==> src/hw/rtl/clwmf_pkg.sv <==
// Shared constants, types and helpers of the clipped window median filter.
// Used by every module of the block but clwmf_ram; depends on nothing.
package clwmf_pkg;

    localparam int MAX_WIDTH   = 1024;
    localparam int MAX_KERNEL  = 7;
    localparam int SAMPLE_BITS = 16;
    localparam int STORE_DEPTH = MAX_KERNEL * MAX_WIDTH;
    localparam int ADDR_W      = $clog2(STORE_DEPTH);
    localparam int WIN_MAX     = MAX_KERNEL * MAX_KERNEL;
    localparam int WCNT_W      = $clog2(WIN_MAX + 1);
    localparam int SIDX_W      = $clog2(WIN_MAX);
    localparam int COL_W       = $clog2(MAX_WIDTH);
    localparam int WID_W       = $clog2(MAX_WIDTH + 1);
    localparam int ROW_W       = 16;
    localparam int KER_W       = 3;
    localparam int OFF_W       = 2;
    localparam int GAP_W       = ADDR_W;
    localparam int Q_DEPTH     = 4;
    localparam int Q_PTR_W     = 2;
    localparam int Q_CNT_W     = 3;
    localparam int CFG_IDX_W   = 2;
    localparam int CFG_DATA_W  = 16;

    typedef enum logic [CFG_IDX_W-1:0] {
        CFG_IMAGE_WIDTH   = 2'd0,
        CFG_IMAGE_HEIGHT  = 2'd1,
        CFG_KERNEL_WIDTH  = 2'd2,
        CFG_KERNEL_HEIGHT = 2'd3
    } t_cfg_idx;

    // geometry after clamping to the legal range
    typedef struct packed {
        logic [WID_W-1:0] width;
        logic [ROW_W-1:0] height;
        logic [KER_W-1:0] kw;
        logic [KER_W-1:0] kh;
    } t_cfg;

    // one output pixel handed from front to back
    typedef struct packed {
        logic [ADDR_W-1:0] optr;
        logic [OFF_W-1:0]  up;
        logic [OFF_W-1:0]  left;
        logic [KER_W-1:0]  nr;
        logic [KER_W-1:0]  nc;
        logic              last;
    } t_job;

    typedef struct packed {
        logic push;
        logic in_done;
    } t_front_stat;

    typedef enum logic [2:0] {
        BK_IDLE,
        BK_SETUP,
        BK_READ,
        BK_WAIT,
        BK_EMIT
    } t_back_state;

    // circular store address plus a step of at most one row
    function automatic logic [ADDR_W-1:0] addr_add(input logic [ADDR_W-1:0] a,
                                                   input logic [WID_W-1:0] step);
        logic [ADDR_W:0] s;
        s = {1'b0, a} + (ADDR_W+1)'(step);
        if (s >= (ADDR_W+1)'(STORE_DEPTH)) begin
            s = s - (ADDR_W+1)'(STORE_DEPTH);
        end
        return s[ADDR_W-1:0];
    endfunction

endpackage

==> src/hw/rtl/clwmf_fifo.sv <==
// Short job queue between the front and the back of the median filter.
// Depends on clwmf_pkg.
module clwmf_fifo (
    input  logic            i_clk,
    input  logic            i_rst_n,
    input  logic            i_push,
    input  clwmf_pkg::t_job i_job,
    input  logic            i_pop,
    output clwmf_pkg::t_job o_head,
    output logic            o_full,
    output logic            o_empty
);
    import clwmf_pkg::*;

    t_job               r_mem [Q_DEPTH];
    logic [Q_PTR_W-1:0] r_wptr, r_rptr;
    logic [Q_CNT_W-1:0] r_cnt;

    assign o_full  = (r_cnt == Q_CNT_W'(Q_DEPTH));
    assign o_empty = (r_cnt == '0);
    assign o_head  = r_mem[r_rptr];

    // storage
    always_ff @(posedge i_clk) begin
        if (i_push) begin
            r_mem[r_wptr] <= i_job;
        end
    end

    // pointers and fill level
    always_ff @(posedge i_clk) begin
        if (!i_rst_n) begin
            r_wptr <= '0;
            r_rptr <= '0;
            r_cnt  <= '0;
        end else begin
            if (i_push) begin
                r_wptr <= r_wptr + 1'b1;
            end
            if (i_pop) begin
                r_rptr <= r_rptr + 1'b1;
            end
            case ({i_push, i_pop})
                2'b10:   r_cnt <= r_cnt + 1'b1;
                2'b01:   r_cnt <= r_cnt - 1'b1;
                default: r_cnt <= r_cnt;
            endcase
        end
    end
endmodule

==> config.mk <==
export PLATFORM = sky130hd
export DESIGN_NAME = clwmf_fifo
export DESIGN_NICKNAME = d
export VERILOG_FILES = /design/src/hw/rtl/clwmf_pkg.sv /design/src/hw/rtl/clwmf_fifo.sv
export SDC_FILE = /design/constraint.sdc
export NUM_CORES = 1
export LEC_CHECK = 0
export ABC_AREA = 1
export BUFFER_PORTS_ARGS = -buffer_cell sky130_fd_sc_hd__buf_4
export CAP_MARGIN = 20
export CORE_ASPECT_RATIO = 1.25
export CORE_MARGIN = 2
export CORE_UTILIZATION = 55
export CTS_BUF_LIST = sky130_fd_sc_hd__clkbuf_16
export CTS_CLUSTER_SIZE = 30
export DETAILED_ROUTE_END_ITERATION = 10
export GPL_TIMING_DRIVEN = 0
export MAX_ROUTING_LAYER = met4
export PLACE_DENSITY_LB_ADDON = 0.25
export SLEW_MARGIN = 20
export SYNTH_ARGS = -nofsm -noshare
export SYNTH_HDL_FRONTEND = slang
export SYNTH_SLANG_ARGS = --single-unit
==> constraint.sdc <==
create_clock -name i_clk -period 1.8 [get_ports i_clk]
set_input_delay 0.18 -clock i_clk [delete_from_list [all_inputs] [get_ports i_clk]]
set_output_delay 0.18 -clock i_clk [all_outputs]
set_load 0.005 [all_outputs]
==> out/metrics.cfg <==
[run_status]
outcome = finished, final reports clean

[global_route]
overflow = 0
grt_pass1_vias = 2534
grt_use_total_pct = 20.5
antenna_found_initial = 0
grt_pass1_wl_um = 11900
grt_max_degree = 25

[critical_path]
worstPathArrival_ps = 1530
crit_chain = inv_2 -> clkbuf_2 -> o21ai_0 -> o22ai_2 -> buf_4
path_class = reg2out
crit_buf_inv = 3
cp-start-kind = flip-flop
path_delay_family = buffers and inverters
crit_fanout = 10
slowest_delay_ps = 370
crit_path_end_kind = primary output
critical_path_required_ps = 1620
crit_slowest_cell = dfxtp_1

[clocking]
ctsRootBufferMaster = clkbuf_16
holdBufCountCts = 0
htreeDepth = 3
worstSkewPairLatency_ps = 340
cts_tree = yes
clock_sinks = 105
cts_buffers = 9
cts_setup_buffers = 0
clockBufferDepth = 2
clk_pin_slew_ps = 70

[sta]
period_share_pct = 94.9
finalHoldViolations = 0
worst_pin_slew_ps = 582
setup_tns_ps = 0
rsz0062_at_grt = no
post-route-min-period_ps = 1710
report.final.slew_viol_count = 0
max_freq_mhz = 585
clock_skew_ps = 5.57
setup_viol = 0
fin_ws_ps = 91.8
slew_headroom_pct = 61.1

[pwr]
comb_power_share_pct = 11.8
power-per-cell-area_nw_per_um2 = 1020
swShare_pct = 22.5
total_power_mw = 5.12
p_int_mw = 3.96
leakage_nw = 1.80
ir_drop_v = 0.000714
pwr-share-seq_pct = 55.0
p_clk_share_pct = 33.3
p_sw_mw = 1.15

[route]
wl_per_cell_um = 17.2
vias = 2495
ant_nets = 0
wl_um = 7780
route.detailed.drc = 0
drtIter0Drc = 277
first_pass_iters = 4
routed_via_density = 5.52

[cells_and_area]
nFillCells = 521
syn2layout_area_growth_pct = 20.0
regArea_um2 = 3070
stdcell_count = 452
antenna_cells = 0
drive_gt1_share_pct = 35.8
final_nets = 389
finish.instance_area_um2 = 5000
multi_input_area_um2 = 950

[yosys]
syn_avg_cell_area_um2 = 14.4
ys_seq_area_share_pct = 73.5
synth-seq-cells = 105
synth_cells = 289
syn_area_um2 = 4170
ys_types = 21
ys_warn_count = 0
syn_nets = 323

[floorplanning]
die_h_um = 101
dieArea_um2 = 8290
core_area_um2 = 7360
fp-row-count = 35
die_w_um = 81.9
pin_count = 54
initial_utilization_pct = 56.6

[hold_path]
min_path_type = in2reg

[placement]
dp.cells = 435
place_ws_ps = -67.9
dp_hpwl_um = 4790
dpl_cell_area_um2 = 4710
io_buffers = 53
gp_congestion = 0.736

[job]
drv_cap = 0

## stage by stage
stage / hold WS [ps] / util [%]
final: 39.5 / 67.9
after global placement: 380 / 63.6
after global routing: 27.4 / 67.9
after detailed placement: 382 / 64.0
after floorplan: 279 / -
after CTS: 34.0 / 67.8
## flip-flops by register name, summed over array words and instances, names as in the netlist, named ones only
signal / flops
r_wptr: 2
r_rptr: 2
r_mem: 96
r_cnt: 3
## repair_timing
item                                   in CTS  in global routing
pin swaps                                   0                  0
endpoints found under the hold margin       0                  0
setup endpoints to repair                  72                 40
gates cloned                                0                  1
gates resized for setup                     3                  6
## worst paths after layout
path                          start                     end  slack [ps]  cells after the start
min reg2reg  r_rptr[1]$_SDFFE_PN0P_  r_rptr[1]$_SDFFE_PN0P_         450                      1
max reg2reg  r_wptr[1]$_SDFFE_PN0P_   r_mem[1][7]$_DFFE_PP_         160                      4
max                       flip-flop              o_head[10]          90                      5
min                        i_job[9]   r_mem[3][9]$_DFFE_PP_          40                      1
## power groups by stage
stage               clock network [mW]  logic (mW)  registers [mW]
finish                            1.70       0.601            2.81
floorplan                            0       0.311            2.86
global placement                     0       0.575            2.86
detailed placement                   0       0.595            2.86
global route                      1.82       0.660            2.82
CTS                               1.72       0.600            2.81
## cell usage in the layout (no fill, tap or decap), types with 2 or more instances in the layout
master / n
o21ai_0: 50
buf_2: 8
buf_4: 54
o22ai_1: 4
ha_1: 5
edfxtp_1: 96
inv_1: 15
inv_2: 2
nor3_1: 2
o21ai_1: 4
o22ai_2: 20
dfxtp_2: 2
buf_6: 3
clkinvlp_4: 8
nor2_1: 31
clkbuf_16: 9
nor2_2: 20
nand2_1: 9
a21oi_1: 5
dfxtp_1: 7
## metal layers
| layer | GRT usage, % | vias to the layer above | routed length (um) |
|---|---|---|---|
| li1 | - | 1188 | - |
| met1 | 23.7 | 1211 | 3030 |
| met2 | 33.3 | 85 | 4100 |
| met3 | 5.35 | 11 | 507 |
| met4 | 9.49 | 0 | 141 |
| met5 | - | - | 0 |
## worst register-to-register path, delay by kind of cell, from the launching register on
family / cells / cell delay (ps)
fa+ha+maj: 1 / 190
flops: 1 / 340
buf+inv: 2 / 560
simple gates: 1 / 110
## Yosys cell counts
cell      instances  area, um^2
clkbuf_1          1        3.75
fa_1              1        20.0
o21ai_1           4        20.0
nand2_1           9        33.8
edfxtp_1         96        2880
inv_2             2        7.51
o22ai_2          20         250
inv_1            15        56.3
buf_6             3        33.8
dfxtp_1           9         180
a21oi_1           5        25.0
nor3_1            2        10.0
buf_2             9        45.0
ha_1              5        62.6
nor2_1           31         116
o21ai_0          50         250
buf_4             1        7.51
o22ai_1           4        25.0
nor2_2           20         125
nand3_1           1        5.00
nand4_1           1        6.26
## cell type report
class | count | area share, %
Multi-Input combinational cell | 153 | 19.0
Tap cell | 92 | 2.30
Inverter | 17 | 1.50
Clock buffer | 9 | 4.51
Timing Repair Buffer | 54 | 8.51
Timing Repair inverter | 1 | 0.150
Clock inverter | 7 | 0.826
Sequential cell | 105 | 61.3
Buffer | 14 | 1.88
## logic make-up after synthesis
logic type | Yosys count | share of synthesized area (%)
DFF | 105 | 73.5
AOI/OAI and AO/OA | 83 | 13.7
and+or+nand+nor | 64 | 7.12
buffers and inverters | 31 | 3.69
adders and majority gates | 6 | 1.98
Power figures use the tool's default switching activity.
