<file path="src/hw/rtl/clwmf_pkg.sv">
// Shared constants, types and helpers of the clipped window median filter.
// Used by every module of the block but clwmf_ram; depends on nothing.
package clwmf_pkg;

    localparam int MAX_WIDTH   = 1024;
    localparam int MAX_KERNEL  = 7;
    localparam int SAMPLE_BITS = 16;
    localparam int STORE_DEPTH = MAX_KERNEL * MAX_WIDTH;
    localparam int ADDR_W      = $clog2(STORE_DEPTH);
    localparam int WIN_MAX     = MAX_KERNEL * MAX_KERNEL;
    localparam int WCNT_W      = $clog2(WIN_MAX + 1);
    localparam int SIDX_W      = $clog2(WIN_MAX);
    localparam int COL_W       = $clog2(MAX_WIDTH);
    localparam int WID_W       = $clog2(MAX_WIDTH + 1);
    localparam int ROW_W       = 16;
    localparam int KER_W       = 3;
    localparam int OFF_W       = 2;
    localparam int GAP_W       = ADDR_W;
    localparam int Q_DEPTH     = 4;
    localparam int Q_PTR_W     = 2;
    localparam int Q_CNT_W     = 3;
    localparam int CFG_IDX_W   = 2;
    localparam int CFG_DATA_W  = 16;

    typedef enum logic [CFG_IDX_W-1:0] {
        CFG_IMAGE_WIDTH   = 2'd0,
        CFG_IMAGE_HEIGHT  = 2'd1,
        CFG_KERNEL_WIDTH  = 2'd2,
        CFG_KERNEL_HEIGHT = 2'd3
    } t_cfg_idx;

    // geometry after clamping to the legal range
    typedef struct packed {
        logic [WID_W-1:0] width;
        logic [ROW_W-1:0] height;
        logic [KER_W-1:0] kw;
        logic [KER_W-1:0] kh;
    } t_cfg;

    // one output pixel handed from front to back
    typedef struct packed {
        logic [ADDR_W-1:0] optr;
        logic [OFF_W-1:0]  up;
        logic [OFF_W-1:0]  left;
        logic [KER_W-1:0]  nr;
        logic [KER_W-1:0]  nc;
        logic              last;
    } t_job;

    typedef struct packed {
        logic push;
        logic in_done;
    } t_front_stat;

    typedef enum logic [2:0] {
        BK_IDLE,
        BK_SETUP,
        BK_READ,
        BK_WAIT,
        BK_EMIT
    } t_back_state;

    // circular store address plus a step of at most one row
    function automatic logic [ADDR_W-1:0] addr_add(input logic [ADDR_W-1:0] a,
                                                   input logic [WID_W-1:0] step);
        logic [ADDR_W:0] s;
        s = {1'b0, a} + (ADDR_W+1)'(step);
        if (s >= (ADDR_W+1)'(STORE_DEPTH)) begin
            s = s - (ADDR_W+1)'(STORE_DEPTH);
        end
        return s[ADDR_W-1:0];
    endfunction

endpackage

</file>
<file path="src/hw/rtl/clwmf_back.sv">
// Back end: walks the clipped window through the line store read port,
// insertion-sorts the samples and presents the median word. Depends on clwmf_pkg.
module clwmf_back (
    input  logic                                i_clk,
    input  logic                                i_rst_n,
    input  logic [clwmf_pkg::WID_W-1:0]         i_width,
    input  clwmf_pkg::t_job                     i_head,
    input  logic                                i_empty,
    output logic                                o_pop,
    output logic                                o_re,
    output logic [clwmf_pkg::ADDR_W-1:0]        o_raddr,
    input  logic [clwmf_pkg::SAMPLE_BITS-1:0]   i_rdata,
    output logic                                o_valid,
    input  logic                                i_ready,
    output logic [clwmf_pkg::SAMPLE_BITS-1:0]   o_median,
    output logic                                o_last
);
    import clwmf_pkg::*;

    t_back_state            r_state, n_state;
    t_job                   r_job;
    logic [ADDR_W-1:0]      r_addr, n_addr, r_row_addr, n_row_addr;
    logic [KER_W-1:0]       r_r, n_r, r_c, n_c;
    logic                   r_rd_valid;
    logic [WCNT_W-1:0]      r_cnt;
    logic [SAMPLE_BITS-1:0] r_sort [WIN_MAX];
    logic [SAMPLE_BITS-1:0] n_sort [WIN_MAX];
    logic [WIN_MAX-1:0]     w_gt;
    logic                   r_out_valid;
    logic [SAMPLE_BITS-1:0] r_out_med;
    logic                   r_out_last;
    logic                   w_load, w_setup, w_read;
    logic [ADDR_W:0]        w_upw, w_start;
    logic [SIDX_W-1:0]      w_mid;

    assign o_valid  = r_out_valid;
    assign o_median = r_out_med;
    assign o_last   = r_out_last;
    assign o_raddr  = r_addr;
    assign o_re     = w_read;

    // first window address: center minus rows above and columns left
    assign w_upw   = (r_job.up[1] ? ((ADDR_W+1)'(i_width) << 1) : '0)
                   + (r_job.up[0] ? (ADDR_W+1)'(i_width) : '0);
    always_comb begin
        w_start = {1'b0, r_job.optr} - w_upw - (ADDR_W+1)'(r_job.left);
        if (w_start[ADDR_W]) begin
            w_start = w_start + (ADDR_W+1)'(STORE_DEPTH);
        end
    end

    // sequencer
    always_comb begin
        n_state    = r_state;
        n_addr     = r_addr;
        n_row_addr = r_row_addr;
        n_r        = r_r;
        n_c        = r_c;
        o_pop      = 1'b0;
        w_load     = 1'b0;
        w_setup    = 1'b0;
        w_read     = 1'b0;
        unique case (r_state)
            BK_IDLE: begin
                if (!i_empty) begin
                    o_pop   = 1'b1;
                    n_state = BK_SETUP;
                end
            end
            BK_SETUP: begin
                w_setup    = 1'b1;
                n_addr     = w_start[ADDR_W-1:0];
                n_row_addr = w_start[ADDR_W-1:0];
                n_r        = '0;
                n_c        = '0;
                n_state    = BK_READ;
            end
            BK_READ: begin
                w_read = 1'b1;
                if (r_c == r_job.nc - 1'b1) begin
                    n_c = '0;
                    if (r_r == r_job.nr - 1'b1) begin
                        n_state = BK_WAIT;
                    end else begin
                        n_r        = r_r + 1'b1;
                        n_row_addr = addr_add(r_row_addr, i_width);
                        n_addr     = addr_add(r_row_addr, i_width);
                    end
                end else begin
                    n_c    = r_c + 1'b1;
                    n_addr = addr_add(r_addr, WID_W'(1));
                end
            end
            BK_WAIT: begin
                n_state = BK_EMIT;
            end
            BK_EMIT: begin
                if (!r_out_valid || i_ready) begin
                    w_load  = 1'b1;
                    n_state = BK_IDLE;
                end
            end
            default: n_state = BK_IDLE;
        endcase
    end

    // insertion of the arriving sample into the sorted row
    always_comb begin
        for (int i = 0; i < WIN_MAX; i++) begin
            w_gt[i] = (WCNT_W'(i) < r_cnt) && (r_sort[i] > i_rdata);
        end
        n_sort[0] = (w_gt[0] || (r_cnt == '0)) ? i_rdata : r_sort[0];
        for (int i = 1; i < WIN_MAX; i++) begin
            if (w_gt[i-1]) begin
                n_sort[i] = r_sort[i-1];
            end else if (w_gt[i] || (WCNT_W'(i) == r_cnt)) begin
                n_sort[i] = i_rdata;
            end else begin
                n_sort[i] = r_sort[i];
            end
        end
    end

    assign w_mid = SIDX_W'(r_cnt >> 1);

    always_ff @(posedge i_clk) begin
        if (o_pop) begin
            r_job <= i_head;
        end
        if (r_rd_valid) begin
            for (int i = 0; i < WIN_MAX; i++) begin
                r_sort[i] <= n_sort[i];
            end
        end
        if (w_load) begin
            r_out_med  <= r_sort[w_mid];
            r_out_last <= r_job.last;
        end
        r_addr     <= n_addr;
        r_row_addr <= n_row_addr;
        r_r        <= n_r;
        r_c        <= n_c;
    end

    always_ff @(posedge i_clk) begin
        if (!i_rst_n) begin
            r_state     <= BK_IDLE;
            r_rd_valid  <= 1'b0;
            r_cnt       <= '0;
            r_out_valid <= 1'b0;
        end else begin
            r_state    <= n_state;
            r_rd_valid <= w_read;
            if (w_setup) begin
                r_cnt <= '0;
            end else if (r_rd_valid) begin
                r_cnt <= r_cnt + 1'b1;
            end
            if (w_load) begin
                r_out_valid <= 1'b1;
            end else if (i_ready) begin
                r_out_valid <= 1'b0;
            end
        end
    end
endmodule

</file>
<file path="config.mk">
export PLATFORM = sky130hd
export DESIGN_NAME = clwmf_back
export DESIGN_NICKNAME = d
export VERILOG_FILES = /design/src/hw/rtl/clwmf_pkg.sv /design/src/hw/rtl/clwmf_back.sv
export SDC_FILE = /design/constraint.sdc
export NUM_CORES = 2
export LEC_CHECK = 0
export BUFFER_PORTS_ARGS = -buffer_cell sky130_fd_sc_hd__buf_2
export CAP_MARGIN = 40
export CORE_AREA = 2 2 262 264
export DETAILED_ROUTE_END_ITERATION = 7
export DIE_AREA = 0 0 264 266
export PLACE_DENSITY_LB_ADDON = 0.08
export SLEW_MARGIN = 40
export SYNTH_ARGS = -nofsm -noshare
export SYNTH_HDL_FRONTEND = slang
export SYNTH_SLANG_ARGS = --single-unit
export TNS_END_PERCENT = 100
</file>
<file path="constraint.sdc">
create_clock -name i_clk -period 4.9 [get_ports i_clk]
set_input_delay 0.735 -clock i_clk [delete_from_list [all_inputs] [get_ports i_clk]]
set_output_delay 0.735 -clock i_clk [all_outputs]
set_load 0.02 [all_outputs]
</file>
==> impl_results.md <==
- Flops & latches, synth: around 600
- Setup repair bufs after CTS: 0
- Relative slew slack: approximately 37%
- Clk pwr share: 40.6%
- CP most frequent cell: ha_1
- WL per Instance: roughly 32 um
- Cell taking the most area after synthesis: edfxtp_1
- Synth top area share: around two fifths
- Post-synthesis mux area share: around a fifth
- Final worst slack: ~0.67 ns
- Switching Fraction: between 20 and 30%
- # nets final: ~4,200
- Post-Syn Nets: 4,100
- Buf/Inv on CP: 1
- I/O Pins: 88
- EDFF count, synth: 585
- Hold_buf cts: 0
- Vias per cell: 7.334
- Die Span Y: 266 um
- Crit share post-route: 86.25%
- Tightest Pin Transition: between 0.9 and 1 ns
- Synth unique cells: 95
- Synth Area in Adders: 16.72%
- CP Class: reg -> reg
- Number of global-route vias before repair: around 33,000
- DP HPWL: 104,900 um
- Placed Instances: approximately 4,400
- Rows: 96
- Sequential Power Share: 43.6%
- Hold Vio Cnt, Final: 0
- DRC viols: 0
- Initial drt markers: around 4,300
- Via count: 33,260
- Post-Synthesis Cells: roughly 3,500
- Total track usage: between 40% and 50%
- Outcome: complete, no violations
- Crit end category: flip-flop
- Reg-to-reg setup timing slack: 0.67 ns
- Antenna Cells: 0
- Pwr Density: between 200 and 300 nW/um^2
- Top delay family on crit path: adder cells
- Die Wd: roughly 260 um
- Clock Sinks: 596
- Synth top area cells: edfxtp_1 40%, ha_1 16%, mux2_2 12%
- GRT Residual Overflow: 0
- Pre-CTS WS: roughly 0.47 ns
- P&R area growth vs syn: 10.09%
- Pre-antenna DRT Iters: 7
- Final wirelength: approximately 150,000 um
- Setup TNS Final: 0 ns
- Die ar.: 70,220 sq um
- Slowest cell delay on critical path: 0.54 ns
- Period minus WS final: roughly 4.2 ns
- Met2 WL post-DR: just over 60,000 um
- GPL Wtd Cong: ~1
- Ys async rst share: 0%
- Post-synthesis compound-gate area fraction: between 10% and 20%
- Met1 WL: about 57,000 um
- Share of cells above drive strength 1: between 20% and 30%
- Crit-path slowest cell: edfxtp_1
- Cts repair resizes: 0
- Synth Area in Simple Gates: under 10%
- PortBufs: slightly below 90
- Peak Freq: roughly 240 MHz
- CTS clk-pin slew, worst paths: roughly 0.060 ns
- Placed cell area: 45,560 sq um
- Comb pwr share: roughly 16%
- Num CTS Buffers: 70
- Main combinational cell family by area after synthesis: multiplexers
- Initial antenna violation count: 4
- Bufs on Longest Clock Path: 3
- First-pass GRT wire length: between 200,000 and 250,000 um
- Dominant synthesized flop cell: edfxtp_1
- Register area share after synthesis: 40.88%
- Synth Warn #: 0
- Slew Limit Fails: 0
- Max cap viols: 0
- # fillers: ~4,700
- Startpoint Class: flip-flop
- Mapped Area: approximately 44,000 sq um
- Synth cell count leaders: 585 x edfxtp_1, 559 x ha_1, 456 x mux2_2
- Post-route ant nets: 0
- RSZ-0062 raised after global routing: no
- Worst hold path type: in -> reg
- Worst skew pair latency: approximately 0.64 ns
- Internal power: 0.009719 W
- Crit-path cells: and2_1, ha_1, fa_1, inv_1, ha_1, a21oi_1, nor2_1, a211oi_1, nand2_1, xnor2_1, ha_1, nand3_1, o31ai_1, xor2_1, mux2i_1
- Syn Area/Cell: 12.53 sq um
- CTS tree: done
- Core ar.: between 60,000 and 70,000 sq um
- Clock Tree Root: clkbuf_16
- Worst vdd ir: 0.2682 mV
- Largest net degree at the start of global routing: 52
- Endpoints failing setup: 0
- Critical Path Fanout Max: 11
- Max Clock Skew: between 0.03 and 0.04 ns
- Initial core utilization: 64.22%
- Switching power: approximately 0.0036 W
- H-tree depth: 3
- Arrival time worst endpoint: 4.58 ns
- Static Leakage: around 18 nW
- Non-Filler Instances: between 4,000 and 5,000
- Design Area, Final: between 40,000 and 50,000 sq um
- Count leader, synth: edfxtp_1
- CP Data Required Time: 5.25 ns
- Synth Area in XOR/XNOR: less than 1%
- Top Metal Used: met5
- Routed wl met3: 20,110 um
worst reg2reg max path: cells and delay by family, from the launching register on:
kind            cells  cell delay [ns]
fa+ha+maj           4             1.37
buf+inv             1             0.04
simple gates        4             0.48
flops               1             0.54
compound gates      3             0.88
mux                 1             0.12
xor+xnor            2             0.53
registers in the layout (all words and copies together) (netlist names):
name / count
o_last: 1
o_median: 16
o_raddr: 13
o_valid: 1
r_c: 3
r_cnt: 6
r_job: 24
r_r: 3
r_rd_valid: 1
r_row_addr: 13
r_sort: 512
r_state: 3
metal layers:
layer	up-vias	GRT usage [%]
met5	-	0.06930
li1	14010	-
met4	6	17.37
met1	16590	57.89
met2	2303	58.76
met3	351	12.74
layout make-up:
type | count | area, sq um | share of cell area (%)
Sequential cell | 596 | 17800 | 37.16
Multi-Input combinational cell | 2591 | 24660 | 51.49
Clock buffer | 85 | 1921 | 4.010
Inverter | 118 | 442.9 | 0.9248
Timing Repair Buffer | 221 | 1567 | 3.271
Clock inverter | 42 | 404.1 | 0.8438
Tap cell | 882 | 1104 | 2.304
placed cells by master (no fill, tap or decap), types with 15 or more instances in the layout:
| cell | synthesis | final |
|---|---|---|
| buf_2 | 45 | 87 |
| o21a_1 | 68 | 68 |
| a211oi_1 | 15 | 15 |
| nor3_1 | 38 | 38 |
| o21ai_0 | 151 | 151 |
| clkbuf_16 | 0 | 72 |
| nor2_1 | 115 | 114 |
| a21o_1 | 91 | 91 |
| and3_1 | 18 | 17 |
| nand2_1 | 171 | 171 |
| o211ai_1 | 49 | 49 |
| inv_1 | 116 | 101 |
| and2_1 | 32 | 32 |
| mux4_2 | 160 | 160 |
| mux2_2 | 456 | 456 |
| a21oi_1 | 140 | 140 |
| nand4_1 | 88 | 88 |
| nor4_1 | 21 | 20 |
| xor2_1 | 18 | 18 |
| nor2b_1 | 51 | 51 |
| edfxtp_1 | 585 | 585 |
| buf_4 | 7 | 124 |
| clkinv_1 | 1 | 16 |
| inv_2 | 1 | 16 |
| ha_1 | 559 | 559 |
| a31oi_1 | 30 | 19 |
| xnor2_1 | 28 | 28 |
| nand3_1 | 77 | 76 |
power groups by stage:
stage	Combinational (W)	Sequential (W)	Clock (W)
after floorplan	0.00136	0.00591	0
after global placement	0.00195	0.00591	0
after detailed placement	0.00202	0.00591	0
after CTS	0.00204	0.00580	0.00542
after global routing	0.00227	0.00581	0.00559
final	0.00210	0.00580	0.00540
cells by family after synthesis:
group | Yosys count
AND/OR/NAND/NOR | 673
flip-flops | 596
buffers and inverters | 285
AO/OA/AOI/OAI | 669
multiplexers | 630
XOR/XNOR | 46
adder cells (fa/ha/maj) | 573
worst paths after layout:
kind | from | to | depth (start not counted)
setup / recovery | r_job[10]$_DFFE_PP_ | r_row_addr[12]$_DFFE_PP_ | 15
setup reg to reg | r_job[10]$_DFFE_PP_ | r_row_addr[12]$_DFFE_PP_ | 15
hold reg to reg | r_job[0]$_DFFE_PP_ | o_last$_DFFE_PP_ | 0
hold / removal | i_head[1] | r_job[1]$_DFFE_PP_ | 1
metrics by stage:
step | power [W] | hold slack [ns] | util, %
2_1_floorplan | 0.007267 | 0.4003 | -
3_3_place_gp | 0.007855 | 0.4097 | 67.17
3_5_place_dp | 0.007923 | 0.4159 | 67.25
4_1_cts | 0.01326 | 0.2584 | 70.68
5_1_grt | 0.01366 | 0.2703 | 70.70
6_report | 0.01330 | 0.2853 | 70.70
(Power assumes the default switching activity.)
