==> config.mk <==
export PLATFORM = sky130hd
export DESIGN_NAME = clwmf_front
export DESIGN_NICKNAME = d
export VERILOG_FILES = /design/src/hw/rtl/clwmf_pkg.sv /design/src/hw/rtl/clwmf_front.sv
export SDC_FILE = /design/constraint.sdc
export NUM_CORES = 1
export LEC_CHECK = 0
export ABC_CLOCK_PERIOD_IN_PS = 17200
export BUFFER_PORTS_ARGS = -buffer_cell sky130_fd_sc_hd__buf_2
export CAP_MARGIN = 20
export CELL_PAD_IN_SITES_DETAIL_PLACEMENT = 1
export CELL_PAD_IN_SITES_GLOBAL_PLACEMENT = 2
export CORE_MARGIN = 4
export CORE_UTILIZATION = 38
export CTS_CLUSTER_DIAMETER = 120
export DETAILED_ROUTE_END_ITERATION = 6
export GPL_TIMING_DRIVEN = 0
export PLACE_DENSITY = 0.94
export SLEW_MARGIN = 25
export SYNTH_ARGS = -nofsm -noshare
export SYNTH_HDL_FRONTEND = slang
export SYNTH_SLANG_ARGS = --single-unit
==> constraint.sdc <==
create_clock -name i_clk -period 17.2 [get_ports i_clk]
set_input_delay 2.58 -clock i_clk [delete_from_list [all_inputs] [get_ports i_clk]]
set_output_delay 2.58 -clock i_clk [all_outputs]
set_load 0.01 [all_outputs]
==> src/hw/rtl/clwmf_pkg.sv <==
// Shared constants, types and helpers of the clipped window median filter.
// Used by every module of the block but clwmf_ram; depends on nothing.
package clwmf_pkg;

    localparam int MAX_WIDTH   = 1024;
    localparam int MAX_KERNEL  = 7;
    localparam int SAMPLE_BITS = 16;
    localparam int STORE_DEPTH = MAX_KERNEL * MAX_WIDTH;
    localparam int ADDR_W      = $clog2(STORE_DEPTH);
    localparam int WIN_MAX     = MAX_KERNEL * MAX_KERNEL;
    localparam int WCNT_W      = $clog2(WIN_MAX + 1);
    localparam int SIDX_W      = $clog2(WIN_MAX);
    localparam int COL_W       = $clog2(MAX_WIDTH);
    localparam int WID_W       = $clog2(MAX_WIDTH + 1);
    localparam int ROW_W       = 16;
    localparam int KER_W       = 3;
    localparam int OFF_W       = 2;
    localparam int GAP_W       = ADDR_W;
    localparam int Q_DEPTH     = 4;
    localparam int Q_PTR_W     = 2;
    localparam int Q_CNT_W     = 3;
    localparam int CFG_IDX_W   = 2;
    localparam int CFG_DATA_W  = 16;

    typedef enum logic [CFG_IDX_W-1:0] {
        CFG_IMAGE_WIDTH   = 2'd0,
        CFG_IMAGE_HEIGHT  = 2'd1,
        CFG_KERNEL_WIDTH  = 2'd2,
        CFG_KERNEL_HEIGHT = 2'd3
    } t_cfg_idx;

    // geometry after clamping to the legal range
    typedef struct packed {
        logic [WID_W-1:0] width;
        logic [ROW_W-1:0] height;
        logic [KER_W-1:0] kw;
        logic [KER_W-1:0] kh;
    } t_cfg;

    // one output pixel handed from front to back
    typedef struct packed {
        logic [ADDR_W-1:0] optr;
        logic [OFF_W-1:0]  up;
        logic [OFF_W-1:0]  left;
        logic [KER_W-1:0]  nr;
        logic [KER_W-1:0]  nc;
        logic              last;
    } t_job;

    typedef struct packed {
        logic push;
        logic in_done;
    } t_front_stat;

    typedef enum logic [2:0] {
        BK_IDLE,
        BK_SETUP,
        BK_READ,
        BK_WAIT,
        BK_EMIT
    } t_back_state;

    // circular store address plus a step of at most one row
    function automatic logic [ADDR_W-1:0] addr_add(input logic [ADDR_W-1:0] a,
                                                   input logic [WID_W-1:0] step);
        logic [ADDR_W:0] s;
        s = {1'b0, a} + (ADDR_W+1)'(step);
        if (s >= (ADDR_W+1)'(STORE_DEPTH)) begin
            s = s - (ADDR_W+1)'(STORE_DEPTH);
        end
        return s[ADDR_W-1:0];
    endfunction

endpackage

==> src/hw/rtl/clwmf_front.sv <==
// Front end: accepts words, writes samples to the line store, tracks frame
// positions and queues one job per output pixel. Depends on clwmf_pkg.
module clwmf_front (
    input  logic                                i_clk,
    input  logic                                i_rst_n,
    input  clwmf_pkg::t_cfg                     i_cfg,
    input  logic                                i_restart,
    input  logic                                i_valid,
    output logic                                o_ready,
    input  logic                                i_action,
    input  logic [clwmf_pkg::SAMPLE_BITS-1:0]   i_pixel,
    input  logic                                i_q_full,
    output clwmf_pkg::t_front_stat              o_stat,
    output clwmf_pkg::t_job                     o_job,
    output logic                                o_we,
    output logic [clwmf_pkg::ADDR_W-1:0]        o_waddr,
    output logic [clwmf_pkg::SAMPLE_BITS-1:0]   o_wdata
);
    import clwmf_pkg::*;

    logic [ROW_W-1:0]  r_in_row, n_in_row, r_out_row, n_out_row;
    logic [COL_W-1:0]  r_in_col, n_in_col, r_out_col, n_out_col;
    logic              r_in_done, n_in_done;
    logic [ADDR_W-1:0] r_wptr, n_wptr, r_optr, n_optr;
    logic [GAP_W-1:0]  r_gap, n_gap;

    logic              w_acc, w_sample, w_rdy, w_last;
    logic [KER_W-1:0]  w_khm1, w_kwm1, w_dy3, w_dx3;
    logic [OFF_W-1:0]  w_wy, w_wx, w_dy, w_dx, w_dxc, w_down, w_right;
    logic [WID_W-1:0]  w_wm1, w_cols_right;
    logic [ROW_W-1:0]  w_hm1, w_rows_below;
    logic [GAP_W-1:0]  w_wide, w_lag;

    assign o_ready  = !i_q_full;
    assign w_acc    = i_valid && !i_q_full;
    assign w_sample = !i_action && !r_in_done;

    // window half sizes
    assign w_khm1 = i_cfg.kh - 1'b1;
    assign w_kwm1 = i_cfg.kw - 1'b1;
    assign w_wy   = w_khm1[2:1];
    assign w_wx   = w_kwm1[2:1];
    assign w_dy3  = w_khm1 - {1'b0, w_wy};
    assign w_dx3  = w_kwm1 - {1'b0, w_wx};
    assign w_dy   = w_dy3[OFF_W-1:0];
    assign w_dx   = w_dx3[OFF_W-1:0];
    assign w_wm1  = i_cfg.width - 1'b1;
    assign w_hm1  = i_cfg.height - 1'b1;

    // output lag behind input, in samples
    assign w_wide = GAP_W'(i_cfg.width);
    assign w_dxc  = (WID_W'(w_dx) < w_wm1) ? w_dx : w_wm1[OFF_W-1:0];
    assign w_lag  = (w_dy[1] ? (w_wide << 1) : '0) + (w_dy[0] ? w_wide : '0)
                  + GAP_W'(w_dxc);

    assign w_rdy  = w_sample ? (r_gap >= w_lag) : r_in_done;
    assign w_last = (r_out_row == w_hm1) && (WID_W'(r_out_col) == w_wm1);

    // clipped window of the next output pixel
    assign w_rows_below = w_hm1 - r_out_row;
    assign w_cols_right = w_wm1 - WID_W'(r_out_col);
    assign w_down  = (w_rows_below >= ROW_W'(w_dy)) ? w_dy : w_rows_below[OFF_W-1:0];
    assign w_right = (w_cols_right >= WID_W'(w_dx)) ? w_dx : w_cols_right[OFF_W-1:0];

    always_comb begin
        o_job.optr = r_optr;
        o_job.up   = (r_out_row >= ROW_W'(w_wy)) ? w_wy : r_out_row[OFF_W-1:0];
        o_job.left = (r_out_col >= COL_W'(w_wx)) ? w_wx : r_out_col[OFF_W-1:0];
        o_job.nr   = KER_W'(o_job.up) + KER_W'(w_down) + 1'b1;
        o_job.nc   = KER_W'(o_job.left) + KER_W'(w_right) + 1'b1;
        o_job.last = w_last;
    end

    assign o_stat.push    = w_acc && w_rdy;
    assign o_stat.in_done = r_in_done;
    assign o_we    = w_acc && w_sample;
    assign o_waddr = r_wptr;
    assign o_wdata = i_pixel;

    // position bookkeeping
    always_comb begin
        n_in_row  = r_in_row;
        n_in_col  = r_in_col;
        n_out_row = r_out_row;
        n_out_col = r_out_col;
        n_in_done = r_in_done;
        n_wptr    = r_wptr;
        n_optr    = r_optr;
        n_gap     = r_gap;
        if (i_restart || (w_acc && w_rdy && w_last)) begin
            n_in_row  = '0;
            n_in_col  = '0;
            n_out_row = '0;
            n_out_col = '0;
            n_in_done = 1'b0;
            n_wptr    = '0;
            n_optr    = '0;
            n_gap     = '0;
            if (!i_restart) begin
                // next frame goes on past this one so pending windows stay intact
                n_wptr = addr_add(r_optr, WID_W'(1));
                n_optr = addr_add(r_optr, WID_W'(1));
            end
        end else if (w_acc) begin
            if (w_sample) begin
                n_wptr = addr_add(r_wptr, WID_W'(1));
                if (WID_W'(r_in_col) == w_wm1) begin
                    n_in_col = '0;
                    n_in_row = r_in_row + 1'b1;
                    if (r_in_row == w_hm1) begin
                        n_in_done = 1'b1;
                    end
                end else begin
                    n_in_col = r_in_col + 1'b1;
                end
            end
            if (w_rdy) begin
                n_optr = addr_add(r_optr, WID_W'(1));
                if (WID_W'(r_out_col) == w_wm1) begin
                    n_out_col = '0;
                    n_out_row = r_out_row + 1'b1;
                end else begin
                    n_out_col = r_out_col + 1'b1;
                end
            end
            n_gap = r_gap + GAP_W'(w_sample) - GAP_W'(w_rdy);
        end
    end

    always_ff @(posedge i_clk) begin
        if (!i_rst_n) begin
            r_in_row  <= '0;
            r_in_col  <= '0;
            r_out_row <= '0;
            r_out_col <= '0;
            r_in_done <= 1'b0;
            r_wptr    <= '0;
            r_optr    <= '0;
            r_gap     <= '0;
        end else begin
            r_in_row  <= n_in_row;
            r_in_col  <= n_in_col;
            r_out_row <= n_out_row;
            r_out_col <= n_out_col;
            r_in_done <= n_in_done;
            r_wptr    <= n_wptr;
            r_optr    <= n_optr;
            r_gap     <= n_gap;
        end
    end
endmodule

==> results.txt, run 1 <==
----------------------------------------------------
[Status]
  Status ... completed

[Worst setup path]
  Crit-path max cell delay ... ~0.73 ns
  Setup slack, reg-to-reg ... ~13 ns
  Worst path buffer plus inverter count ... 9
  Type of element launching the critical path ... primary input
  Cell type with the highest occurrence count on the critical path ... inv_1
  Startpoint of the lowest-slack register-to-register path ... r_gap[1]
  Logic depth of the worst setup path including buffers ... 35
  Data required time of the worst path ... ~15 ns
  Beginning of the critical path ... i_cfg[22]
  Signal arrival time at the worst endpoint ... about 10 ns
  Capture instance of the worst register-to-register path ... r_gap[12]
  Biggest fanout along the worst timing path ... 10
  Kind of cell adding the most delay to the critical path ... simple AND/OR/NAND/NOR gates
  Worst setup path endpoint ... o_stat[1]
  Worst Path Class, Setup ... in -> out
  Critical path capture point type ... primary output
  Cell with the largest stage delay on the worst path ... nor4_1
  Path depth of the worst reg2reg path ... 19

[Die]
  Number of rows in the core area ... 56
  Die Area ... 0.0263 mm2
  Initial core utilization ... 0.386
  Die width ... around 160 um
  Die extent in y ... about 160 um
  Count of pins on the block boundary ... between 100 and 150
  Core region area ... 0.0234 mm2

[GRT]
  Wire length of the first global-routing pass ... approximately 45 mm
  Pin count of the biggest net entering global routing ... 17
  Vias in the first global route ... roughly 8900
  Sum of overflow across all layers after global routing ... 0
  Global-route total usage across every layer ... 0.207
  Number of antenna violations at the first check in global routing ... 0

[Power and ir drop]
  Static power due to leakage ... 4.22 nW
  Fraction of power consumed by sequential logic ... 0.354
  Power density over the cells ... just under 60 mW/mm2
  Design internal power ... 398 uW
  Peak supply drop ... 0.0404 mV
  Proportion of total power due to net switching ... 0.344
  Net switching power figure ... 209 uW
  Combinational cell fraction of total power ... 0.329
  Clock power share ... 0.317

[Clock network]
  Number of H-tree levels ... 3
  Clock tree from TritonCTS ... yes
  Clock net sink count ... 92
  Worst-skew pair later-pin latency ... around 0.35 ns
  Count of instances resized after the clock tree is built ... 0
  Bufs on Longest Clock Path ... 2
  Count of hold buffers inserted by post-cts repair ... 0
  Setup bufs post-CTS ... 0
  Cell chosen for the clock root ... clkbuf_16
  CTS clk-pin slew, worst paths ... 0.07 ns
  Clock buffers created by TritonCTS ... 9

[Timing]
  Clk_skew ... 0.00927 ns
  Final worst path period need ... 12.99 ns
  Fin. max-slew vios ... 0
  Max-Slew Margin vs Limit ... 0.255
  Setup TNS after final layout ... 0 ns
  Count of final setup violators ... 0
  Final Hold Vio Count ... 0
  Setup slack of the critical path after layout ... between 4 and 5 ns
  Setup repair after global routing missed its margin ... false
  Slew at the pin with the worst max-slew slack ... between 1 and 1.5 ns
  Share of the clock period used by the worst path after layout ... 0.755
  Highest clock rate ... ~0.077 GHz

[Synth]
  Post-synthesis sequential area ratio ... 0.204
  Asr flop ratio synth ... 0
  Ranking of synthesized cells by area ... dfxtp_1 20%, ha_1 14%, xnor2_1 7.7%, xor2_1 5.7%, inv_1 4.3%
  Post-synthesis sequential element count ... 92
  Cells after Synth ... between 1000 and 1500
  Syn nets ... 1319
  EDFF count, synth ... 0
  Cell variety after synth ... 65
  Count of yosys warnings during synthesis ... 0
  Cell type with the largest total area after synthesis ... dfxtp_1
  Post-Syn Area ... roughly 0.009 mm2
  Ys flop type ... dfxtp_1
  Area share of the leading cell type in the synthesized netlist ... 0.204
  Post-synthesis average cell area ... around 8 um2

[Placed design]
  Weighted congestion reported at the end of routability-driven placement ... roughly 0.88
  Count of input and output buffers ... 95
  Detail Placement HPWL ... around 22 mm
  Worst slack after detailed placement ... around 4.3 ns

[Layout]
  Antenna cells ... 0
  Share of cells above drive strength 1 ... 0.124
  Final layout net count ... 1425
  Layout Area Growth over Synthesis ... 12.8%
  Post-route core utilization ... 0.435
  Filler cells ... about 3000

[Hold path]
  HP Class ... reg -> reg
  Number of stages on the worst hold path ... 2

[Drt]
  Count of routing violations after the opening detailed-route iteration ... roughly 400
  Met1 layer wirelength in the final routing ... 13.1 mm
  Average detailed-routed wire length per instance ... roughly 17 um
  Number of iterations in the first detailed-routing pass ... 5
  Top layer in use ... met4
  Post-DR vias/cell ... approximately 5.4
  Via total after detailed routing ... ~8600
  Met2 routed WL ... about 13 mm
  Routed wire length ... approximately 27 mm
  Antenna violation net count after detailed routing ... 0
  Routed length on met3 ... 696 um
  Remaining design rule violation count ... 0

[Job]
  Count of max-cap constraint violations ... 0

----------------------------------------------------
cells in the mapped netlist, types with 8 or more instances:
cell type / instances
mux2i_1: 15
xor2_1: 59
nor4_1: 16
o21ai_0: 56
o2111ai_1: 10
nand2_1: 80
dfxtp_1: 92
ha_1: 98
and2_1: 20
nor2_1: 103
buf_4: 18
nor3_1: 27
nand2b_1: 13
and3_1: 18
nand3_1: 38
clkbuf_1: 28
a211oi_1: 28
o21a_1: 8
nor2b_1: 10
a21o_1: 10
o31ai_1: 9
or3_1: 19
nand4_1: 26
a21oi_1: 73
xnor2_1: 79
inv_1: 104
tightest hold or removal path: cells and delay by family (launching register included):
kind            cells  cell delay, ns
flops               1            0.33
compound gates      1            0.06
simple gates        1            0.06
sequential cells by signal (all words and copies together), names as in the netlist:
register   count
r_in_col      10
r_gap         13
r_in_row      16
r_in_done      1
r_out_row     16
r_out_col     10
r_optr        13
o_waddr       13
how the worst min path moves through the flow:
stage	from	slack [ns]	to
after CTS	r_gap[0]	0.49	r_gap[0]
final	r_gap[0]	0.49	r_gap[0]
after detailed placement	r_gap[0]	0.48	r_gap[0]
after global placement	r_gap[0]	0.47	r_gap[0]
after global routing	r_gap[10]	0.53	r_gap[10]
after floorplan	r_gap[0]	0.45	r_gap[0]
power by group through the flow:
stage                     logic [mW]  clock network (mW)  registers (mW)
after floorplan                0.142                   0           0.220
after global placement         0.193                   0           0.220
after detailed placement       0.198                   0           0.220
after CTS                      0.201               0.197           0.215
after global routing           0.226               0.205           0.215
final                          0.200               0.193           0.215
kinds of logic (layout without fill, tap and decap cells):
kind of cell    after synthesis  in the layout  share of synthesized area
buf+inv                     156            267                     0.0744
mux                          17             17                     0.0191
compound gates              235            235                      0.164
fa+ha+maj                   105            105                      0.151
simple gates                409            409                      0.236
flops                        92             92                      0.204
xor+xnor                    145            145                      0.151
routing by layer:
| metal | global-route usage | vias to the layer above |
|---|---|---|
| met4 | 0.0488 | 0 |
| met3 | 0.0203 | 31 |
| met5 | 0 | - |
| li1 | - | 4276 |
| met1 | 0.277 | 4192 |
| met2 | 0.361 | 126 |
through the flow:
stage	hold slack, ns	cells	total power [mW]	instance area (um2)
floorplan	0.454	1159	0.361	9030
finish	0.488	1589	0.607	10200
CTS	0.489	1589	0.613	10200
detailed placement	0.480	1573	0.418	9910
global route	0.527	1589	0.646	10200
global placement	0.467	1573	0.413	9910
area by class of cell:
cell class / instances / area (um2) / area share
timing repair buffer: 95 / 475 / 0.0467
clock buffer: 10 / 229 / 0.0225
buffer: 52 / 282 / 0.0276
inverter: 104 / 390 / 0.0383
sequential: 92 / 1840 / 0.181
clock inverter: 6 / 48.8 / 0.00479
multi-input combinational: 911 / 6520 / 0.640
tap: 319 / 399 / 0.0392
cells in the final DEF (no fill, tap or decap), types with 27 or more instances in the layout:
cell type and count:
o21ai_0 56, a21oi_1 73, nor3_1 27, ha_1 98, dfxtp_1 92, xor2_1 59, inv_1 104, nor2_1 103
a211oi_1 28, nand3_1 38, xnor2_1 79, nand2_1 80, clkbuf_1 29, buf_2 98
Note: power is estimated with default switching activity, not from simulation.
==> run 2: changes to the inputs <==
Settings changed: ABC_CLOCK_PERIOD_IN_PS 17200 to 11850, CORE_UTILIZATION 38 to 32, PLACE_DENSITY 0.94 to 0.85.
Clock period 17.2 ns to 11.85 ns, I/O delays scaled along.
==> run 2 against run 1 <==
Against the previous run:
- hold slack barely moved
- critical endpoint unchanged
- clock power increased by 43%
- wire length shrank 0.35%
- setup slack got worse by 3.5 ns
- first-iteration DRC count is 15% lower
- non-clock buffer count is the same
- clock skew increased by 0.0037 ns
- critical path depth stayed put
- largest cell class unchanged
- utilization shrank 6.6 points
==> results.txt, run 2 (same netlist as run 1, synthesis figures left out) <==
----------------------------------------------------
[Placed design]
  Count of input and output buffers ... 95
  Placed instance count ... between 1500 and 2000
  Weighted congestion reported at the end of routability-driven placement ... around 0.85
  Standard cell area after detailed placement ... between 0.009 and 0.01 mm2
  Detail Placement HPWL ... roughly 22 mm

[Die]
  Die extent in y ... approximately 180 um
  Die Area ... ~0.031 mm2
  Initial core utilization ... 0.325
  Count of pins on the block boundary ... roughly 110
  Die width ... roughly 180 um
  Number of rows in the core area ... between 60 and 70
  Core region area ... 0.0278 mm2

[Clock network]
  Clock tree from TritonCTS ... yes
  Clock buffers created by TritonCTS ... 9
  Number of H-tree levels ... 3
  Bufs on Longest Clock Path ... 2
  CTS clk-pin slew, worst paths ... 0.07 ns
  Clock net sink count ... 92
  Setup bufs post-CTS ... 0
  Worst-skew pair later-pin latency ... about 0.36 ns
  Cell chosen for the clock root ... clkbuf_16

[Timing]
  Slew at the pin with the worst max-slew slack ... slightly above 1 ns
  Final Hold Vio Count ... 0
  Count of final setup violators ... 0
  Final worst path period need ... ~11 ns
  Fin. max-slew vios ... 0
  Clk_skew ... about 0.013 ns
  Max-Slew Margin vs Limit ... 0.318
  Share of the clock period used by the worst path after layout ... 0.940
  Setup repair after global routing missed its margin ... false
  Worst Hold Margin ... a little under 0.5 ns
  Setup TNS after final layout ... 0 ns
  Highest clock rate ... between 0.08 and 0.09 GHz

[Drt]
  Antenna violation net count after detailed routing ... 0
  Via total after detailed routing ... approximately 8500
  Routed wire length ... about 27 mm
  Number of iterations in the first detailed-routing pass ... 5
  Post-DR vias/cell ... approximately 5.2
  Average detailed-routed wire length per instance ... between 15 and 20 um
  Count of routing violations after the opening detailed-route iteration ... between 300 and 400
  Remaining design rule violation count ... 0

[Layout]
  Antenna cells ... 0
  Final layout net count ... 1425
  Final instance area ... 0.0103 mm2
  Registers with the most flip-flops ... r_in_row (16), r_out_row (16)
  Layout Area Growth over Synthesis ... 13.5%
  Highest-count cells in the layout ignoring fill and taps ... 104 x inv_1, 103 x nor2_1, 98 x buf_2, 98 x ha_1, 92 x dfxtp_1
  Most common cell after layout, fill and taps aside ... inv_1
  Post-route core utilization ... 0.369
  Share of cells above drive strength 1 ... 0.124
  Post-Layout Cell Count ... about 1600

[Worst setup path]
  Worst Path Class, Setup ... in -> out
  Startpoint of the lowest-slack register-to-register path ... r_gap[1]
  Biggest fanout along the worst timing path ... 10
  Setup slack, reg-to-reg ... between 7 and 8 ns
  Data required time of the worst path ... 10.07 ns
  Cell type with the highest occurrence count on the critical path ... inv_1
  Cell with the largest stage delay on the worst path ... or3b_2
  Beginning of the critical path ... i_cfg[22]
  Critical path capture point type ... primary output
  Signal arrival time at the worst endpoint ... around 9.4 ns
  Capture instance of the worst register-to-register path ... r_gap[12]
  Path depth of the worst reg2reg path ... 19
  Worst setup path endpoint ... o_stat[1]
  Crit-path max cell delay ... 0.53 ns
  Type of element launching the critical path ... primary input

[Job]
  Count of max-cap constraint violations ... 0

[GRT]
  Pin count of the biggest net entering global routing ... 16
  Vias in the first global route ... 8470
  Global-route total usage across every layer ... 0.175
  Sum of overflow across all layers after global routing ... 0
  Wire length of the first global-routing pass ... between 40 and 50 mm
  Number of antenna violations at the first check in global routing ... 0

[Power and ir drop]
  Peak supply drop ... ~0.069 mV
  Static power due to leakage ... between 4 and 5 nW
  Power density over the cells ... 85.6 mW/mm2

[Hold path]
  HP Class ... reg -> reg

[Status]
  Status ... completed

----------------------------------------------------
-- run 2: changes by cell type in the layout (fill, tap and decap cells not counted), sizes merged --
cell | before | now
clkbuf | 38 | 39
clkinvlp | 2 | 1
-- run 2: cell type report --
cell class / instances / area, um2
Inverter: 104 / 390
Buffer: 52 / 282
Multi-Input combinational cell: 911 / 6530
Tap cell: 378 / 473
Fill cell: 3519 / 17500
Timing Repair Buffer: 95 / 475
Clock buffer: 11 / 233
Sequential cell: 92 / 1840
Clock inverter: 5 / 35.0
-- run 2: worst max-delay path, delay by kind of cell --
| family | cells | cell delay (ns) |
|---|---|---|
| XOR/XNOR | 1 | 0.16 |
| adder cells (fa/ha/maj) | 5 | 1.48 |
| AND/OR/NAND/NOR | 10 | 2.66 |
| AO/OA/AOI/OAI | 10 | 1.81 |
| buffers and inverters | 9 | 1.47 |
-- run 2: routing by layer --
metal / GRT usage / vias to the layer above / wire length (um)
met1: 0.251 / 4117 / 13600
li1: - / 4258 / -
met3: 0.0156 / 22 / 826
met2: 0.287 / 137 / 12500
met4: 0.0383 / 0 / 389
met5: 0 / - / 0
-- run 2: where the power goes --
part | switching [mW] | internal, mW
clock | 0.133 | 0.143
combinational | 0.166 | 0.123
sequential | 0.00186 | 0.310
-- run 2: repair_timing --
action	in CTS	in global routing
endpoints found under the setup margin	0	1
hold buffers	0	0
gates resized for setup	0	1
-- run 2: worst min path at each step --
stage	start	to	cells after the start
3_5_place_dp	r_gap[0]	r_gap[0]	2
4_1_cts	r_gap[0]	r_gap[0]	2
5_1_grt	r_gap[0]	r_gap[0]	2
2_1_floorplan	r_gap[0]	r_gap[0]	2
6_report	r_gap[0]	r_gap[0]	2
3_3_place_gp	r_gap[0]	r_gap[0]	2
-- run 2: per-stage QoR --
stage | power (mW) | setup WS [ns]
3_3_place_gp | 0.606 | 0.612
3_5_place_dp | 0.610 | 0.621
4_1_cts | 0.886 | 0.547
5_1_grt | 0.937 | 0.0452
6_report | 0.878 | 0.713
2_1_floorplan | 0.525 | 2.14
==> run 3: changes to the inputs <==
Settings changed: MAX_ROUTING_LAYER set to met4.
==> run 3 against run 2 <==
Against the previous run:
- clock skew about the same
- via count increased by 0.22%
- non-clock buffer count unchanged
- global-route usage increased by 0.51 points
- highest routed layer unchanged
==> results.txt, run 3 (same netlist as run 1, synthesis figures left out) <==
----------------------------------------------------
[Status]
  Status ... completed

[Timing]
  Setup repair after global routing missed its margin ... false
  Setup TNS after final layout ... 0 ns
  Slew at the pin with the worst max-slew slack ... between 1 and 1.5 ns
  Clk_skew ... ~0.013 ns
  Max-Slew Margin vs Limit ... 0.319
  Final worst path period need ... about 11 ns
  Highest clock rate ... approximately 0.09 GHz
  Fin. max-slew vios ... 0
  Final Hold Vio Count ... 0
  Count of final setup violators ... 0
  Share of the clock period used by the worst path after layout ... 0.942

[Power and ir drop]
  Combinational cell fraction of total power ... 0.330
  Static power due to leakage ... about 4.2 nW
  Net switching power figure ... 301 uW
  Peak supply drop ... 0.0681 mV
  Proportion of total power due to net switching ... 0.343
  Clock power share ... 0.315
  Design internal power ... a little under 600 uW
  Fraction of power consumed by sequential logic ... 0.356
  Power density over the cells ... about 86 mW/mm2

[Hold path]
  HP Class ... reg -> reg

[Die]
  Core region area ... about 0.028 mm2
  Die Area ... between 0.03 and 0.04 mm2
  Die extent in y ... ~180 um
  Count of pins on the block boundary ... 112
  Number of rows in the core area ... 61
  Initial core utilization ... 0.325
  Die width ... 176 um

[Drt]
  Routed wire length ... 27.4 mm
  Number of iterations in the first detailed-routing pass ... 4
  Antenna violation net count after detailed routing ... 0
  Remaining design rule violation count ... 0
  Post-DR vias/cell ... roughly 5.2
  Average detailed-routed wire length per instance ... 16.6 um
  Count of routing violations after the opening detailed-route iteration ... about 380
  Via total after detailed routing ... approximately 8600

[Layout]
  Filler cells ... 3519
  Antenna cells ... 0
  Final instance area ... approximately 0.010 mm2
  Registers with the most flip-flops ... r_in_row (16), r_out_row (16)
  Most common cell after layout, fill and taps aside ... inv_1
  Final layout net count ... around 1400
  Highest-count cells in the layout ignoring fill and taps ... 104 x inv_1, 103 x nor2_1, 98 x buf_2, 98 x ha_1, 92 x dfxtp_1
  Share of cells above drive strength 1 ... 0.124
  Layout Area Growth over Synthesis ... 13.5%

[Clock network]
  Count of hold buffers inserted by post-cts repair ... 0
  Bufs on Longest Clock Path ... 2
  Clock tree from TritonCTS ... yes
  Setup bufs post-CTS ... 0
  Cell chosen for the clock root ... clkbuf_16
  Number of H-tree levels ... 3
  CTS clk-pin slew, worst paths ... 0.07 ns
  Clock buffers created by TritonCTS ... 9
  Clock net sink count ... just over 90
  Worst-skew pair later-pin latency ... between 0.3 and 0.4 ns
  Count of instances resized after the clock tree is built ... 0

[Worst setup path]
  Worst Path Class, Setup ... in -> out
  Cell type with the highest occurrence count on the critical path ... inv_1
  Biggest fanout along the worst timing path ... 10
  Type of element launching the critical path ... primary input
  Data required time of the worst path ... 10.07 ns
  Critical path capture point type ... primary output
  Crit-path max cell delay ... 0.53 ns
  Cell with the largest stage delay on the worst path ... or3b_2
  Signal arrival time at the worst endpoint ... between 9 and 10 ns

[GRT]
  Global-route total usage across every layer ... 0.180
  Pin count of the biggest net entering global routing ... 16
  Sum of overflow across all layers after global routing ... 0
  Number of antenna violations at the first check in global routing ... 0
  Wire length of the first global-routing pass ... around 45 mm
  Vias in the first global route ... around 8500

[Job]
  Count of max-cap constraint violations ... 0

[Placed design]
  Detail Placement HPWL ... approximately 22 mm
  Standard cell area after detailed placement ... 0.00998 mm2
  Weighted congestion reported at the end of routability-driven placement ... 0.866
  Count of input and output buffers ... 95

----------------------------------------------------
==> run 3: cell counts in the layout (fill, tap and decap cells not counted) <==
Identical to the previous run, type by type.
==> run 3: routing by layer <==
metal,track usage,share of wire,vias to the layer above
met5,-,0,-
met4,0.0383,0.014,0
met3,0.0152,0.028,24
met2,0.287,0.46,143
met1,0.251,0.50,4123
li1,-,-,4263
==> run 3: path summary, 6_finish.rpt <==
path / from / to / slack [ns] / depth (start not counted)
setup reg to reg: r_gap[1] / r_gap[12] / 7.81 / 19
hold reg to reg: r_gap[0] / r_gap[0] / 0.48 / 2
hold / removal: r_gap[0] / r_gap[0] / 0.48 / 2
setup / recovery: i_cfg[22] / o_stat[1] / 0.69 / 35
==> run 3: cell type report <==
cell class / count / area [um2] / area share
plain buffers: 52 / 282 / 0.0274
multi-input cells: 911 / 6530 / 0.636
repair buffers: 95 / 475 / 0.0464
well taps: 378 / 473 / 0.0461
inverters: 104 / 390 / 0.0381
clock buffers: 11 / 233 / 0.0227
clock inverters: 5 / 35.0 / 0.00342
flip-flops and latches: 92 / 1840 / 0.180
==> run 3: critical path: cells and delay by family <==
kind / cells / cell delay, ns
AOI/OAI and AO/OA: 10 / 1.81
and+or+nand+nor: 10 / 2.67
xor gates and xnor gates: 1 / 0.16
adders and majority gates: 5 / 1.48
buffers and inverters: 9 / 1.48
==> run 3: power by group through the flow <==
stage,clock network [mW],logic (mW),registers [mW]
finish,0.276,0.289,0.312
global route,0.295,0.330,0.312
CTS,0.280,0.294,0.312
detailed placement,0,0.291,0.319
global placement,0,0.287,0.319
floorplan,0,0.206,0.319
==> run 3: stage by stage <==
stage	instances	hold slack (ns)	setup slack, ns	util	power, mW
2_1_floorplan	1159	0.454	2.14	-	0.525
3_3_place_gp	1632	0.466	0.612	0.359	0.606
3_5_place_dp	1632	0.479	0.621	0.359	0.610
4_1_cts	1648	0.488	0.547	0.369	0.886
5_1_grt	1648	0.528	0.0332	0.369	0.938
6_report	1648	0.484	0.692	0.369	0.878
